===== src/design/deque_with_delete_by_value_macros.svh =====
// Assertion macros shared by the deque block.
`ifndef DEQUE_WITH_DELETE_BY_VALUE_MACROS_SVH
`define DEQUE_WITH_DELETE_BY_VALUE_MACROS_SVH

// Check a condition on every clock edge outside reset.
`define DWD_CHECK(label, expr, msg) \
  label: assert property (@(posedge clk) disable iff (rst) (expr)) else $error(msg);

// Check that a consequence holds in the same cycle as its cause.
`define DWD_IMPLY(label, ante, cons, msg) \
  label: assert property (@(posedge clk) disable iff (rst) (ante) |-> (cons)) else $error(msg);

`endif


===== src/design/dwd_pkg.sv =====
// Package with command codes, status codes and sequencer states of the deque.
package dwd_pkg;

  localparam int CMD_W    = 3;
  localparam int STATUS_W = 2;
  localparam int WORD_W   = 32;

  localparam logic [CMD_W-1:0] CMD_PUSH_BACK  = 3'd0;
  localparam logic [CMD_W-1:0] CMD_POP_BACK   = 3'd1;
  localparam logic [CMD_W-1:0] CMD_PUSH_FRONT = 3'd2;
  localparam logic [CMD_W-1:0] CMD_POP_FRONT  = 3'd3;
  localparam logic [CMD_W-1:0] CMD_DELETE     = 3'd4;

  localparam logic [STATUS_W-1:0] ST_OK      = 2'd0;
  localparam logic [STATUS_W-1:0] ST_EMPTY   = 2'd1;
  localparam logic [STATUS_W-1:0] ST_FULL    = 2'd2;
  localparam logic [STATUS_W-1:0] ST_NOMATCH = 2'd3;

  typedef enum logic [2:0] {
    S_IDLE,
    S_EXEC,
    S_POP_DATA,
    S_SCAN_RD,
    S_SCAN_CMP,
    S_SHIFT_RD,
    S_SHIFT_WR,
    S_DONE
  } state_t;

endpackage


===== src/design/deque_with_delete_by_value.sv =====
// Bounded double-ended queue with delete-by-value, run by a small sequencer.
//
//   channel   handshake              payload
//   request   in_valid / in_ready    cmd, value
//   result    out_valid / out_ready  popped, count, status
//
// A push passes the EXEC and DONE states from accept to result; a pop from a non-empty
// queue also passes POP_DATA (one memory read). A delete reads and compares the entries
// in turn until the first match, then moves each later entry one place forward.
// The entry memory has one write port and one registered read port.
// Reset (synchronous) empties the queue; the memory itself is not cleared.
// A finished result waits in the output register while the next request is taken.
`include "deque_with_delete_by_value_macros.svh"

module deque_with_delete_by_value #(
  parameter int DEPTH = 16
) (
  input  logic                                clk,
  input  logic                                rst,
  input  logic                                in_valid,
  output logic                                in_ready,
  input  logic [dwd_pkg::CMD_W-1:0]           cmd,
  input  logic signed [dwd_pkg::WORD_W-1:0]   value,
  output logic                                out_valid,
  input  logic                                out_ready,
  output logic signed [dwd_pkg::WORD_W-1:0]   popped,
  output logic [$clog2(DEPTH+1)-1:0]          count,
  output logic [dwd_pkg::STATUS_W-1:0]        status
);
  import dwd_pkg::*;

  localparam int AW = (DEPTH > 1) ? $clog2(DEPTH) : 1;
  localparam int CW = $clog2(DEPTH + 1);
  localparam int SW = CW + 1;
  localparam logic [CW-1:0] DEPTH_C = CW'(DEPTH);
  localparam logic [AW-1:0] LAST_A  = AW'(DEPTH - 1);

  // Physical slot of an offset from the front, wrapped once around the store.
  function automatic logic [AW-1:0] slot_of(input logic [AW-1:0] base,
                                            input logic [CW-1:0] off);
    logic [SW-1:0] sum;
    sum = SW'(base) + SW'(off);
    if (sum >= SW'(DEPTH)) sum = sum - SW'(DEPTH);
    return sum[AW-1:0];
  endfunction

  state_t state, state_next;

  logic [AW-1:0]        front, front_next;
  logic [CW-1:0]        entry_count, entry_count_next;
  logic [CW-1:0]        idx, idx_next;
  logic [CMD_W-1:0]     cmd_q, cmd_q_next;
  logic [WORD_W-1:0]    val_q, val_q_next;
  logic [WORD_W-1:0]    res_popped, res_popped_next;
  logic [STATUS_W-1:0]  res_status, res_status_next;

  logic [WORD_W-1:0]    mem [DEPTH];
  logic [WORD_W-1:0]    rd_data;
  logic [AW-1:0]        raddr;
  logic [AW-1:0]        waddr;
  logic [WORD_W-1:0]    wdata;
  logic                 mem_we;

  logic                 is_full, is_empty, idx_last, out_load;

  assign is_full  = (entry_count == DEPTH_C);
  assign is_empty = (entry_count == '0);
  assign idx_last = ((idx + CW'(1)) == entry_count);
  assign out_load = (state == S_DONE) && (!out_valid || out_ready);
  assign in_ready = (state == S_IDLE);

  // Entry store: one write port, one registered read port
  always_ff @(posedge clk) begin
    if (mem_we) mem[waddr] <= wdata;
    rd_data <= mem[raddr];
  end

  // Next state of the sequencer
  always_comb begin
    state_next = state;
    unique case (state)
      S_IDLE: begin
        if (in_valid) state_next = S_EXEC;
      end
      S_EXEC: begin
        unique case (cmd_q)
          CMD_POP_BACK, CMD_POP_FRONT: begin
            state_next = is_empty ? S_DONE : S_POP_DATA;
          end
          CMD_DELETE: begin
            state_next = is_empty ? S_DONE : S_SCAN_RD;
          end
          default: state_next = S_DONE;
        endcase
      end
      S_POP_DATA: state_next = S_DONE;
      S_SCAN_RD:  state_next = S_SCAN_CMP;
      S_SCAN_CMP: begin
        priority if (rd_data == val_q) state_next = S_SHIFT_RD;
        else if (idx_last)             state_next = S_DONE;
        else                           state_next = S_SCAN_RD;
      end
      S_SHIFT_RD: state_next = idx_last ? S_DONE : S_SHIFT_WR;
      S_SHIFT_WR: state_next = S_SHIFT_RD;
      S_DONE: begin
        if (out_load) state_next = S_IDLE;
      end
      default: state_next = S_IDLE;
    endcase
  end

  // Datapath controls and register updates per state
  always_comb begin
    front_next       = front;
    entry_count_next = entry_count;
    idx_next         = idx;
    cmd_q_next       = cmd_q;
    val_q_next       = val_q;
    res_popped_next  = res_popped;
    res_status_next  = res_status;
    raddr            = front;
    waddr            = front;
    wdata            = val_q;
    mem_we           = 1'b0;
    unique case (state)
      S_IDLE: begin
        // latch the request
        if (in_valid) begin
          cmd_q_next      = cmd;
          val_q_next      = value;
          res_popped_next = '0;
          res_status_next = ST_OK;
        end
      end
      S_EXEC: begin
        unique case (cmd_q)
          CMD_PUSH_BACK: begin
            if (is_full) begin
              res_status_next = ST_FULL;
            end else begin
              waddr            = slot_of(front, entry_count);
              mem_we           = 1'b1;
              entry_count_next = entry_count + CW'(1);
            end
          end
          CMD_POP_BACK: begin
            if (is_empty) begin
              res_status_next = ST_EMPTY;
            end else begin
              raddr            = slot_of(front, entry_count - CW'(1));
              entry_count_next = entry_count - CW'(1);
            end
          end
          CMD_PUSH_FRONT: begin
            if (is_full) begin
              res_status_next = ST_FULL;
            end else begin
              front_next       = (front == '0) ? LAST_A : front - AW'(1);
              waddr            = front_next;
              mem_we           = 1'b1;
              entry_count_next = entry_count + CW'(1);
            end
          end
          CMD_POP_FRONT: begin
            if (is_empty) begin
              res_status_next = ST_EMPTY;
            end else begin
              raddr            = front;
              front_next       = (front == LAST_A) ? '0 : front + AW'(1);
              entry_count_next = entry_count - CW'(1);
            end
          end
          CMD_DELETE: begin
            res_status_next = ST_NOMATCH;
            idx_next        = '0;
          end
          default: ;
        endcase
      end
      S_POP_DATA: res_popped_next = rd_data;
      S_SCAN_RD:  raddr = slot_of(front, idx);
      S_SCAN_CMP: begin
        // stop on the first match, else advance
        if (rd_data == val_q) res_status_next = ST_OK;
        else if (!idx_last)   idx_next = idx + CW'(1);
      end
      S_SHIFT_RD: begin
        if (idx_last) entry_count_next = entry_count - CW'(1);
        else          raddr = slot_of(front, idx + CW'(1));
      end
      S_SHIFT_WR: begin
        // move the later entry one place toward the front
        waddr    = slot_of(front, idx);
        wdata    = rd_data;
        mem_we   = 1'b1;
        idx_next = idx + CW'(1);
      end
      S_DONE: ;
      default: ;
    endcase
  end

  // Control registers
  always_ff @(posedge clk) begin
    if (rst) begin
      state       <= S_IDLE;
      front       <= '0;
      entry_count <= '0;
      out_valid   <= 1'b0;
    end else begin
      state       <= state_next;
      front       <= front_next;
      entry_count <= entry_count_next;
      if (out_load)       out_valid <= 1'b1;
      else if (out_ready) out_valid <= 1'b0;
    end
  end

  // Payload registers
  always_ff @(posedge clk) begin
    idx        <= idx_next;
    cmd_q      <= cmd_q_next;
    val_q      <= val_q_next;
    res_popped <= res_popped_next;
    res_status <= res_status_next;
    if (out_load) begin
      popped <= res_popped;
      count  <= entry_count;
      status <= res_status;
    end
  end

  `DWD_CHECK(a_count_bound, entry_count <= DEPTH_C, "entry count beyond depth")
  `DWD_IMPLY(a_full_count, out_valid && status == ST_FULL, count == DEPTH_C, "full, room left")
  `DWD_IMPLY(a_empty_pop, out_valid && status == ST_EMPTY, popped == '0 && count == '0, "bad pop")

endmodule

===== config.mk =====
export PLATFORM = sky130hd
export DESIGN_NAME = deque_with_delete_by_value
export DESIGN_NICKNAME = d
export VERILOG_FILES = /design/src/design/dwd_pkg.sv /design/src/design/deque_with_delete_by_value.sv
export VERILOG_INCLUDE_DIRS = /design/src /design/src/design
export SDC_FILE = /design/constraint.sdc
export NUM_CORES = 1
export LEC_CHECK = 0
export CORE_AREA = 2 2 223 225
export DETAILED_ROUTE_END_ITERATION = 6
export DIE_AREA = 0 0 225 227
export DONT_BUFFER_PORTS = 1
export PLACE_DENSITY = 0.78
export SETUP_SLACK_MARGIN = 0.15
export SLEW_MARGIN = 20
export SYNTH_ARGS = -nofsm -noshare
export SYNTH_HDL_FRONTEND = slang
export SYNTH_SLANG_ARGS = --single-unit
export TNS_END_PERCENT = 10

===== constraint.sdc =====
create_clock -name clk -period 4.5 [get_ports clk]
set_clock_uncertainty 0.1 [all_clocks]
set_input_delay 0.45 -clock clk [delete_from_list [all_inputs] [get_ports clk]]
set_output_delay 0.45 -clock clk [all_outputs]
set_load 0.01 [all_outputs]

Yosys cells after proc, flatten, opt, wreduce, memory -nomap -nowiden
Memories as Yosys holds them, arrays and structs flattened. A register that Yosys moved wholly into a read port is not among the register bits.
Index checks and enable logic that the tools add are counted.

storage, ports and cells
  flip-flop bits (word level) = 126
  RAM bits = 512
  word-level logic and storage cells = 131
  memories = 1

operators by class
  $add $sub $neg = 13
  magnitude comparators = 4
  eq/ne operators = 29
  multiplexer cells = 50
  reductions and logical operators = 22

memory list
  name  depth  bits a word  read ports  clocked after memory_dff  wr ports  line                              text
  mem   16     32           1           1                         1         deque_with_delete_by_value.sv:57  logic [WORD_W-1:0] mem [DEPTH];

operators by type and width
  operator                                                                number
  32-bit 2-to-1 mux                                                       2
  32-bit case mux with 2 select lines                                     1
  4-bit 2-to-1 mux                                                        12
  32-bit equality test                                                    1
  5-bit 2-to-1 mux                                                        6
  4-bit by 5-bit adder with 6-bit output                                  4
  6-bit by 5-bit >= comparator with 1-bit output (second input constant)  4
  3-bit case mux with 8 select lines                                      1
  4-bit case mux with 2 select lines                                      3
  5-bit case mux with 2 select lines                                      2
  4-bit by 1-bit subtractor with 4-bit output (second input constant)     5
  3-bit 2-to-1 mux                                                        6
  3-bit equality test (second input constant)                             5
  3-bit inequality test (second input constant)                           5
  5-bit case mux with 3 select lines                                      1
  2-bit inequality test (second input constant)                           7
  3-bit by 2-bit equality test with 1-bit output (second input constant)  4
  2-bit case mux with 3 select lines                                      2
  4-bit case mux with 3 select lines                                      1
  5-bit by 1-bit adder with 5-bit output (second input constant)          2
  2-bit 2-to-1 mux                                                        4
  2-bit nonzero test                                                      4
  1-bit 2-to-1 mux                                                        7
  3-bit by 1-bit equality test with 1-bit output (second input constant)  2
  other kinds (22)                                                        27

Depth between registers and ports, before layout
Gate-level depths: netlist (run 1).

  depth after elaboration = 7
  depth in mapped cells = 15
  depth with buffers taken out = 12

Worst setup path before layout (run 1)
No wires, ideal clock.

  kind = reg-to-reg
  start = register state[1]
  end = register res_popped[0], enable pin
  setup time = 375 ps
  arrival time = 3989 ps
  path slack = 36 ps
  stages on the path, launching flop included = 5
  period minus slack after synthesis = 4464 ps
  cells stage by stage = dfxtp_1 > clkbuf_1 > or2_2 > nor3_1 > or2_2

on the way
  longest elaborated chain between the ends = 3

ends and longest elaborated chain
  element                                                                            line                               text
  start: declaration                                                                 deque_with_delete_by_value.sv:47   state_t state, state_next;
  start signal: assignment                                                           deque_with_delete_by_value.sv:211  state <= state_next;
  3-bit by 2-bit equality test with 1-bit output or 3-bit zero test (tied branches)  deque_with_delete_by_value.sv:125  unique case (state)
  2-bit nonzero test (no source line) or 2-bit inequality test (tied branches)       -
  2-bit AND reduction (no source line) *                                             -
  end signal: assignment                                                             deque_with_delete_by_value.sv:224  res_popped <= res_popped_next;
  end: declaration                                                                   deque_with_delete_by_value.sv:54   logic [WORD_W-1:0] res_popped, res_popped_next;

Every way passes the cells marked *; elsewhere a longest branch is shown, timed or not.
A chain may end at the register's enable or synchronous reset.

Worst setup path after layout (run 1)
  start = register entry_count[0]
  end = register rd_data[18], read port of mem

on the way
  longest elaborated chain between the ends = 7

ends and longest elaborated chain
  element                                                                                                        line                               text
  start: declaration                                                                                             deque_with_delete_by_value.sv:50   logic [CW-1:0] entry_count, entry_count_next;
  start signal: assignment                                                                                       deque_with_delete_by_value.sv:213  entry_count <= entry_count_next;
  5-bit by 1-bit subtractor with 5-bit output                                                                    deque_with_delete_by_value.sv:150  raddr = slot_of(front, entry_count - CW'(1));
  4-bit by 5-bit adder with 6-bit output                                                                         deque_with_delete_by_value.sv:42   sum = SW'(base) + SW'(off);
  6-bit by 5-bit >= comparator with 1-bit output or 4-bit by 1-bit subtractor with 4-bit output (tied branches)  deque_with_delete_by_value.sv:43   if (sum >= SW'(DEPTH)) sum = sum - SW'(DEPTH);
  4-bit 2-to-1 mux                                                                                               deque_with_delete_by_value.sv:43
  4-bit 2-to-1 mux                                                                                               deque_with_delete_by_value.sv:147  if (is_empty) begin
  4-bit 2-to-1 mux                                                                                               -
  4-bit case mux with 3 select lines *                                                                           deque_with_delete_by_value.sv:125
  end: declaration                                                                                               deque_with_delete_by_value.sv:58   logic [WORD_W-1:0] rd_data;

Marks and branches as above.

==> impl_metrics.env, run 1 <==
export IMPL_grt_setup_unrepaired="false"
export IMPL_yosysWarningCount=0
export IMPL_power_per_cell_area_mw_per_mm2=533.2
export IMPL_layout_nets=1959
export IMPL_tritoncts_clock_tree="built"
export IMPL_synth_distinct_cells=67
export IMPL_outcome="finished, final reports clean"
export IMPL_syn_mean_instance_area_um2=14.73
export IMPL_worst_case_reg_to_reg_path_depth=11
export IMPL_vertical_die_dimension_um=227
export IMPL_synth_largest_area_cell="sky130_fd_sc_hd__edfxtp_1"
export IMPL_fin_tns_setup_ns=0
export IMPL_synth_compound_area_share_pct=10.86
export IMPL_hold_viol=0
export IMPL_clkSlewWorstSetupHoldPaths_ns=0.06
export IMPL_cp_capture_type="flip-flop"
export IMPL_initial_utilization_pct=56.75
export IMPL_cts_hold_buf=36
export IMPL_post_synth_xor_area_fraction_pct=1.957
export IMPL_synth_simple_gate_area_share_pct=8.111
export IMPL_worst_hold_path_type="in -> reg"
export IMPL_critPathKind="reg -> reg"
export IMPL_hold_path_depth=2
export IMPL_synth_enable_flop_cells=625
export IMPL_highest_clock_rate_mhz=249.7
export IMPL_row_count=81
export IMPL_share_of_synthesized_area_occupied_by_flip_flops_and_latches_pct=71.39
export IMPL_setup_violations_final=0
export IMPL_most_used_standard_cells_in_the_synthesized_netlist="625 x sky130_fd_sc_hd__edfxtp_1, 188 x sky130_fd_sc_hd__nand2_1, 84 x sky130_fd_sc_hd__a21oi_1"
export IMPL_timing_critical_path_fanout_max=39
export IMPL_setup_slack_of_the_most_critical_reg_to_reg_path_ns=0.49
export IMPL_pwr_share_clk_pct=34.8
export IMPL_cts_root_to_sink_buffers=3
export IMPL_total_switching_power_mw=4.843
export IMPL_cts_resized=0
export IMPL_grt_max_degree=67
export IMPL_place_gp_congestion=0.9278
export IMPL_internal_power_mw=11.86
export IMPL_h_tree_depth=3
export IMPL_hold_ws_ns=0.05932
export IMPL_core_area_mm2=0.04855
export IMPL_async_set_or_reset_flop_fraction_in_the_synthesized_netlist_pct=0
export IMPL_total_leakage_power_nw=10.64
export IMPL_synth_most_common_cell="sky130_fd_sc_hd__edfxtp_1"
export IMPL_worst_slew_pin_transition_ns=0.9417
export IMPL_hold_path_startpoint="in_valid"
export IMPL_timing_final_crit_period_ns=4.005
export IMPL_vias_in_the_first_global_route=16870
export IMPL_root_buffer="sky130_fd_sc_hd__clkbuf_16"
export IMPL_synth_seq_cells=670
export IMPL_dp_hpwl_um=37980
export IMPL_globalRouteTotalUtil_pct=27.15
export IMPL_cp_data_arrival_time_ns=4.45
export IMPL_power_switching_share_pct=29.00
export IMPL_clkSinkCount=670
export IMPL_slew_viol_final=0
export IMPL_maxCapViolations=0
export IMPL_irDropWorstVdd_mv=0.2913
export IMPL_synth_area_mm2=0.02755
export IMPL_maxSlewHeadroom_pct=36.65
export IMPL_drt_pass1_iter_count=6
export IMPL_worst_endpoint_required_ns=4.94
export IMPL_ant_nets=0
export IMPL_post_synth_fa_ha_maj_area_fraction_pct=1.108
export IMPL_grt_overflow=0
export IMPL_syn_nets=1932
export IMPL_antenna_violations_before_repair=0
export IMPL_postcts_setup_bufs=0
export IMPL_clk_insertion_delay_late_ns=0.61
export IMPL_dieArea_mm2=0.05108
export IMPL_number_of_drc_violations_after_detailed_routing_iteration_0=2279
export IMPL_netlist_instances=1871
export IMPL_start_kind="flip-flop"
export IMPL_avgViaCountPerCell=6.591
export IMPL_synthMuxAreaShare_pct=3.747
export IMPL_worst_hold_path_endpoint="state[0]$_SDFFE_PP0P_"
export IMPL_rr_startpoint="entry_count[0]$_SDFFE_PP0P_"
export IMPL_antenna_diode_count=0
export IMPL_seq_power_share_pct=46.7
export IMPL_cts_buffers=67
export IMPL_worstSetupStartpoint="entry_count[0]$_SDFFE_PP0P_"
export IMPL_synth_flop_cell="sky130_fd_sc_hd__edfxtp_1"
export IMPL_p_comb_share_pct=18.5
export IMPL_port_buffers=0
export IMPL_routed_length_per_instance_um=26.66
export IMPL_number_of_top_level_pins=80
export IMPL_wire_length_of_the_first_global_routing_pass_um=102900
export IMPL_via_count=16970
export IMPL_die_width_um=225
export IMPL_synthToLayoutAreaGrowth_pct=13.67
export IMPL_post_route_cells_drive_above_1_share_pct=11.11
export IMPL_final_min_period_over_clock_period_pct=89.01
export IMPL_routed_wl_um=68660
export IMPL_drcViolationCount=0
export IMPL_crit_reg2reg_capture="rd_data[18]$_DFF_P_"
export IMPL_synthDominantCellAreaShare_pct=68.12
export IMPL_synth_top_cells_by_area="sky130_fd_sc_hd__edfxtp_1 68%, sky130_fd_sc_hd__dfxtp_1 3.3%, sky130_fd_sc_hd__nand2_1 2.6%"
export IMPL_combinational_family_with_the_most_area_after_synthesis="compound AO/OA/AOI/OAI gates"
[flip-flops by register name (all words and copies together), names as in the netlist]
name / flops
mem: 512
popped: 32
rd_data: 32
res_popped: 32
val_q: 32
count: 5
entry_count: 5
idx: 5
front: 4
cmd_q: 3
state: 3
res_status: 2
status: 2
out_valid: 1
[cells by family after synthesis]
logic type      count (synthesis)
fa+ha+maj                      22
flops                         670
buf+inv                       182
mux                            99
xor+xnor                       60
simple gates                  436
compound gates                402
[critical path, stage by stage, from the launching register on]
cell                        delay, ns
sky130_fd_sc_hd__dfxtp_1         0.54
sky130_fd_sc_hd__inv_1           0.16
sky130_fd_sc_hd__ha_1            0.38
sky130_fd_sc_hd__fa_1            0.39
sky130_fd_sc_hd__xnor2_1         0.14
sky130_fd_sc_hd__nand3_1         0.08
sky130_fd_sc_hd__a21oi_1         0.09
sky130_fd_sc_hd__or2_2           0.34
sky130_fd_sc_hd__o2bb2ai_4       0.71
sky130_fd_sc_hd__buf_4           0.58
sky130_fd_sc_hd__o2111ai_1       0.25
sky130_fd_sc_hd__nand4_1         0.16
[power by group through the flow]
stage                     Combinational, mW  Clock (mW)  Sequential (mW)
after floorplan                        2.05           0             7.65
after global placement                 2.87           0             7.89
after detailed placement               2.96           0             7.90
after CTS                              3.03        5.86             7.77
after global routing                   3.28        6.11             7.81
final                                  3.08        5.82             7.80
[worst max path at each step]
stage	endpoint	cells past startpoint
after floorplan	mem[2][0]$_DFFE_PP_	9
after global placement	rd_data[21]$_DFF_P_	12
after detailed placement	rd_data[17]$_DFF_P_	12
after CTS	rd_data[13]$_DFF_P_	11
after global routing	mem[10][6]$_DFFE_PP_	11
final	rd_data[18]$_DFF_P_	11
[metrics by stage]
step	cell area, um^2	util (%)	std cells	setup slack, ns	total power [mW]
global placement	28620	58.95	2414	0.7190	10.76
detailed placement	28620	58.95	2414	0.6390	10.86
floorplan	27560	-	1871	0.5036	9.697
finish	31320	64.51	2575	0.4947	16.70
global route	31320	64.51	2575	0.2811	17.21
CTS	31300	64.47	2574	0.5734	16.66
[placed cells by master, fill, tap and decap left out, types with 7 or more instances in the layout]
cell type / count
sky130_fd_sc_hd__and2_1: 33
sky130_fd_sc_hd__mux2i_1: 66
sky130_fd_sc_hd__a211oi_1: 68
sky130_fd_sc_hd__bufinv_16: 8
sky130_fd_sc_hd__or2_2: 8
sky130_fd_sc_hd__nand4_1: 43
sky130_fd_sc_hd__nor2_4: 17
sky130_fd_sc_hd__ha_1: 18
sky130_fd_sc_hd__buf_4: 29
sky130_fd_sc_hd__mux2_2: 21
sky130_fd_sc_hd__a21boi_0: 66
sky130_fd_sc_hd__clkinv_2: 12
sky130_fd_sc_hd__a221o_1: 63
sky130_fd_sc_hd__nor2_1: 29
sky130_fd_sc_hd__clkinv_1: 7
sky130_fd_sc_hd__nand3_1: 46
sky130_fd_sc_hd__o2111ai_1: 32
sky130_fd_sc_hd__edfxtp_1: 625
sky130_fd_sc_hd__o21ai_0: 16
sky130_fd_sc_hd__xnor2_1: 46
sky130_fd_sc_hd__a21oi_1: 84
sky130_fd_sc_hd__dlygate4sd3_1: 36
sky130_fd_sc_hd__xor2_1: 13
sky130_fd_sc_hd__inv_1: 52
sky130_fd_sc_hd__clkbuf_1: 12
sky130_fd_sc_hd__mux2_1: 12
sky130_fd_sc_hd__nand2_1: 188
sky130_fd_sc_hd__buf_12: 23
sky130_fd_sc_hd__clkbuf_16: 71
sky130_fd_sc_hd__dfxtp_1: 45
sky130_fd_sc_hd__o211ai_1: 37
sky130_fd_sc_hd__or4b_1: 33
[per-layer routing]
metal / global-route usage [%] / routed length (um) / vias to the layer above
met1: 35.74 / 25330 / 8343
met5: 0 / 0 / -
met4: 12.28 / 2888 / 0
met3: 4.969 / 7556 / 211
li1: - / - / 7315
met2: 44.46 / 32880 / 1103
[cell type report]
class / instances / area [um^2]
well taps: 622 / 778.2
clock inverters: 36 / 429.2
clock buffers: 88 / 1891
repair buffers: 88 / 1039
flip-flops and latches: 670 / 19670
inverters: 52 / 195.2
fillers: 3217 / 17230
multi-input cells: 1019 / 7318
(Power assumes the default switching activity.)
==> inputs of run 2 (changes only) <==
--- a/config.mk
+++ b/config.mk
@@ -10,7 +10,8 @@
 export DETAILED_ROUTE_END_ITERATION = 6
 export DIE_AREA = 0 0 225 227
 export DONT_BUFFER_PORTS = 1
-export PLACE_DENSITY = 0.78
+export GPL_ROUTABILITY_DRIVEN = 1
+export PLACE_DENSITY_LB_ADDON = 0.1
 export SETUP_SLACK_MARGIN = 0.15
 export SLEW_MARGIN = 20
 export SYNTH_ARGS = -nofsm -noshare
==> impl_metrics.env, run 2 (synthesis gave the netlist of run 1 again) <==
export IMPL_outcome="finished, final reports clean"
export IMPL_vertical_die_dimension_um=227
export IMPL_cts_resized=0
export IMPL_place_gp_congestion=0.8881
export IMPL_final_common_cell="sky130_fd_sc_hd__edfxtp_1"
export IMPL_post_route_util_pct=64.47
export IMPL_drcViolationCount=0
export IMPL_total_leakage_power_nw=10.62
export IMPL_fin_tns_setup_ns=0
export IMPL_highest_clock_rate_mhz=254.0
export IMPL_h_tree_depth=3
export IMPL_gr_usage_met1_pct=38.10
export IMPL_hold_path_depth=2
export IMPL_slew_viol_final=0
export IMPL_grt_max_degree=88
export IMPL_clkSinkCount=670
export IMPL_antenna_diode_count=0
export IMPL_timing_final_crit_period_ns=3.937
export IMPL_via_count=16410
export IMPL_clk_insertion_delay_late_ns=0.61
export IMPL_hold_ws_ns=0.02733
export IMPL_place_ws_ns=0.6948
export IMPL_tritoncts_clock_tree="built"
export IMPL_layout_nets=1968
export IMPL_crit_buf_inv=2
export IMPL_core_area_mm2=0.04855
export IMPL_hold_path_startpoint="in_valid"
export IMPL_grt_overflow=0
export IMPL_maxSlewHeadroom_pct=38.35
export IMPL_routed_length_per_instance_um=26.46
export IMPL_cp_slowest_cell="sky130_fd_sc_hd__dfxtp_1"
export IMPL_cts_buffers=69
export IMPL_cts_root_to_sink_buffers=3
export IMPL_clkSlewWorstSetupHoldPaths_ns=0.06
export IMPL_globalRouteTotalUtil_pct=27.35
export IMPL_worst_hold_path_type="in -> reg"
export IMPL_grt_busiest_layer="met2"
export IMPL_dp_hpwl_um=37320
export IMPL_critical_path_cell_chain="inv_1 > ha_1 > fa_1 > and3_1 > o311ai_1 > a211o_1 > nor2b_4 > buf_12 > a211oi_1 > or4b_1 > nand4_1"
export IMPL_critPathKind="reg -> reg"
export IMPL_post_route_cells_drive_above_1_share_pct=10.61
export IMPL_rr_startpoint="entry_count[1]$_SDFFE_PP0P_"
export IMPL_grtUsageMet2_pct=42.49
export IMPL_worstSetupStartpoint="entry_count[1]$_SDFFE_PP0P_"
export IMPL_largest_register_ff_count=512
export IMPL_die_width_um=225
export IMPL_antenna_violations_before_repair=2
export IMPL_max_flop_register="mem"
export IMPL_postcts_setup_bufs=0
export IMPL_wire_length_of_the_first_global_routing_pass_um=101300
export IMPL_setup_violations_final=0
export IMPL_maxCapViolations=0
export IMPL_cp_data_arrival_time_ns=4.38
export IMPL_worst_endpoint_required_ns=4.95
export IMPL_placed_cell_area_mm2=0.02871
export IMPL_port_buffers=0
export IMPL_hold_viol=0
export IMPL_root_buffer="sky130_fd_sc_hd__clkbuf_16"
export IMPL_final_min_period_over_clock_period_pct=87.50
export IMPL_number_of_top_level_pins=80
export IMPL_ant_nets=0
export IMPL_initial_utilization_pct=56.75
export IMPL_worst_slew_pin_transition_ns=0.9166
export IMPL_fraction_of_met3_tracks_used_by_global_routing_pct=5.937
export IMPL_routed_wl_um=68340
export IMPL_start_kind="flip-flop"
export IMPL_stdcell_area_mm2=0.03130
export IMPL_timing_critical_path_fanout_max=87
export IMPL_postLayoutSetupSlackWorst_ns=0.5626
export IMPL_power_per_cell_area_mw_per_mm2=527.0
export IMPL_worst_case_reg_to_reg_path_depth=11
export IMPL_irDropWorstVdd_mv=0.3884
export IMPL_slowest_delay_ns=0.54
export IMPL_grt_setup_unrepaired="false"
export IMPL_synthToLayoutAreaGrowth_pct=13.59
export IMPL_critPathTopFamily="simple AND/OR/NAND/NOR gates"
export IMPL_layout_cells_most_common_list="625 x sky130_fd_sc_hd__edfxtp_1, 188 x sky130_fd_sc_hd__nand2_1, 84 x sky130_fd_sc_hd__a21oi_1"
export IMPL_row_count=81
export IMPL_avgViaCountPerCell=6.354
export IMPL_cp_capture_type="flip-flop"
export IMPL_vias_in_the_first_global_route=15700
export IMPL_number_of_drc_violations_after_detailed_routing_iteration_0=1741
export IMPL_dieArea_mm2=0.05108
export IMPL_drt_pass1_iter_count=6
export IMPL_critical_path_depth=11
-- run 2: changes by cell type in the layout (fill, tap and decap cells not counted), sizes merged --
cell,before,now
clkbuf,88,101
clkinvlp,4,0
buf,52,59
bufinv,8,5
clkinv,21,16
-- run 2: where the power goes --
| group | internal [mW] | switching (mW) |
|---|---|---|
| clock | 3.30 | 2.31 |
| sequential | 7.37 | 0.423 |
| combinational | 1.06 | 2.03 |
| total | 11.7 | 4.76 |
-- run 2: path summary, 6_finish.rpt --
| kind | endpoint | slack [ns] |
|---|---|---|
| min | state[0]$_SDFFE_PP0P_ | 0.03 |
| max reg2reg | rd_data[16]$_DFF_P_ | 0.56 |
| max | rd_data[16]$_DFF_P_ | 0.56 |
| min reg2reg | popped[2]$_DFFE_PP_ | 0.32 |
-- run 2: area by class of cell --
cell class	count	area (um^2)
tap	622	778.2
clock inverter	24	255.2
clock buffer	101	1952
multi-input combinational	1019	7318
fill	3448	17250
timing repair buffer	95	1129
inverter	52	195.2
sequential	670	19670
-- run 2: per-stage QoR --
step,total power [mW],cells
after floorplan,9.697,1871
after global placement,10.88,2421
after detailed placement,10.94,2421
after CTS,16.55,2582
after global routing,17.09,2583
final,16.49,2583
-- run 2: per-layer routing --
layer	part of all wire, %	vias to the layer above
met5	0	-
met4	3.1	0
met3	9.4	127
met2	46	829
met1	41	8126
li1	-	7331
-- run 2: what timing repair did --
action / in CTS / in global routing
endpoints found under the setup margin: 0 / 0
hold endpoints to repair: 48 / 0
hold buffers: 36 / 0
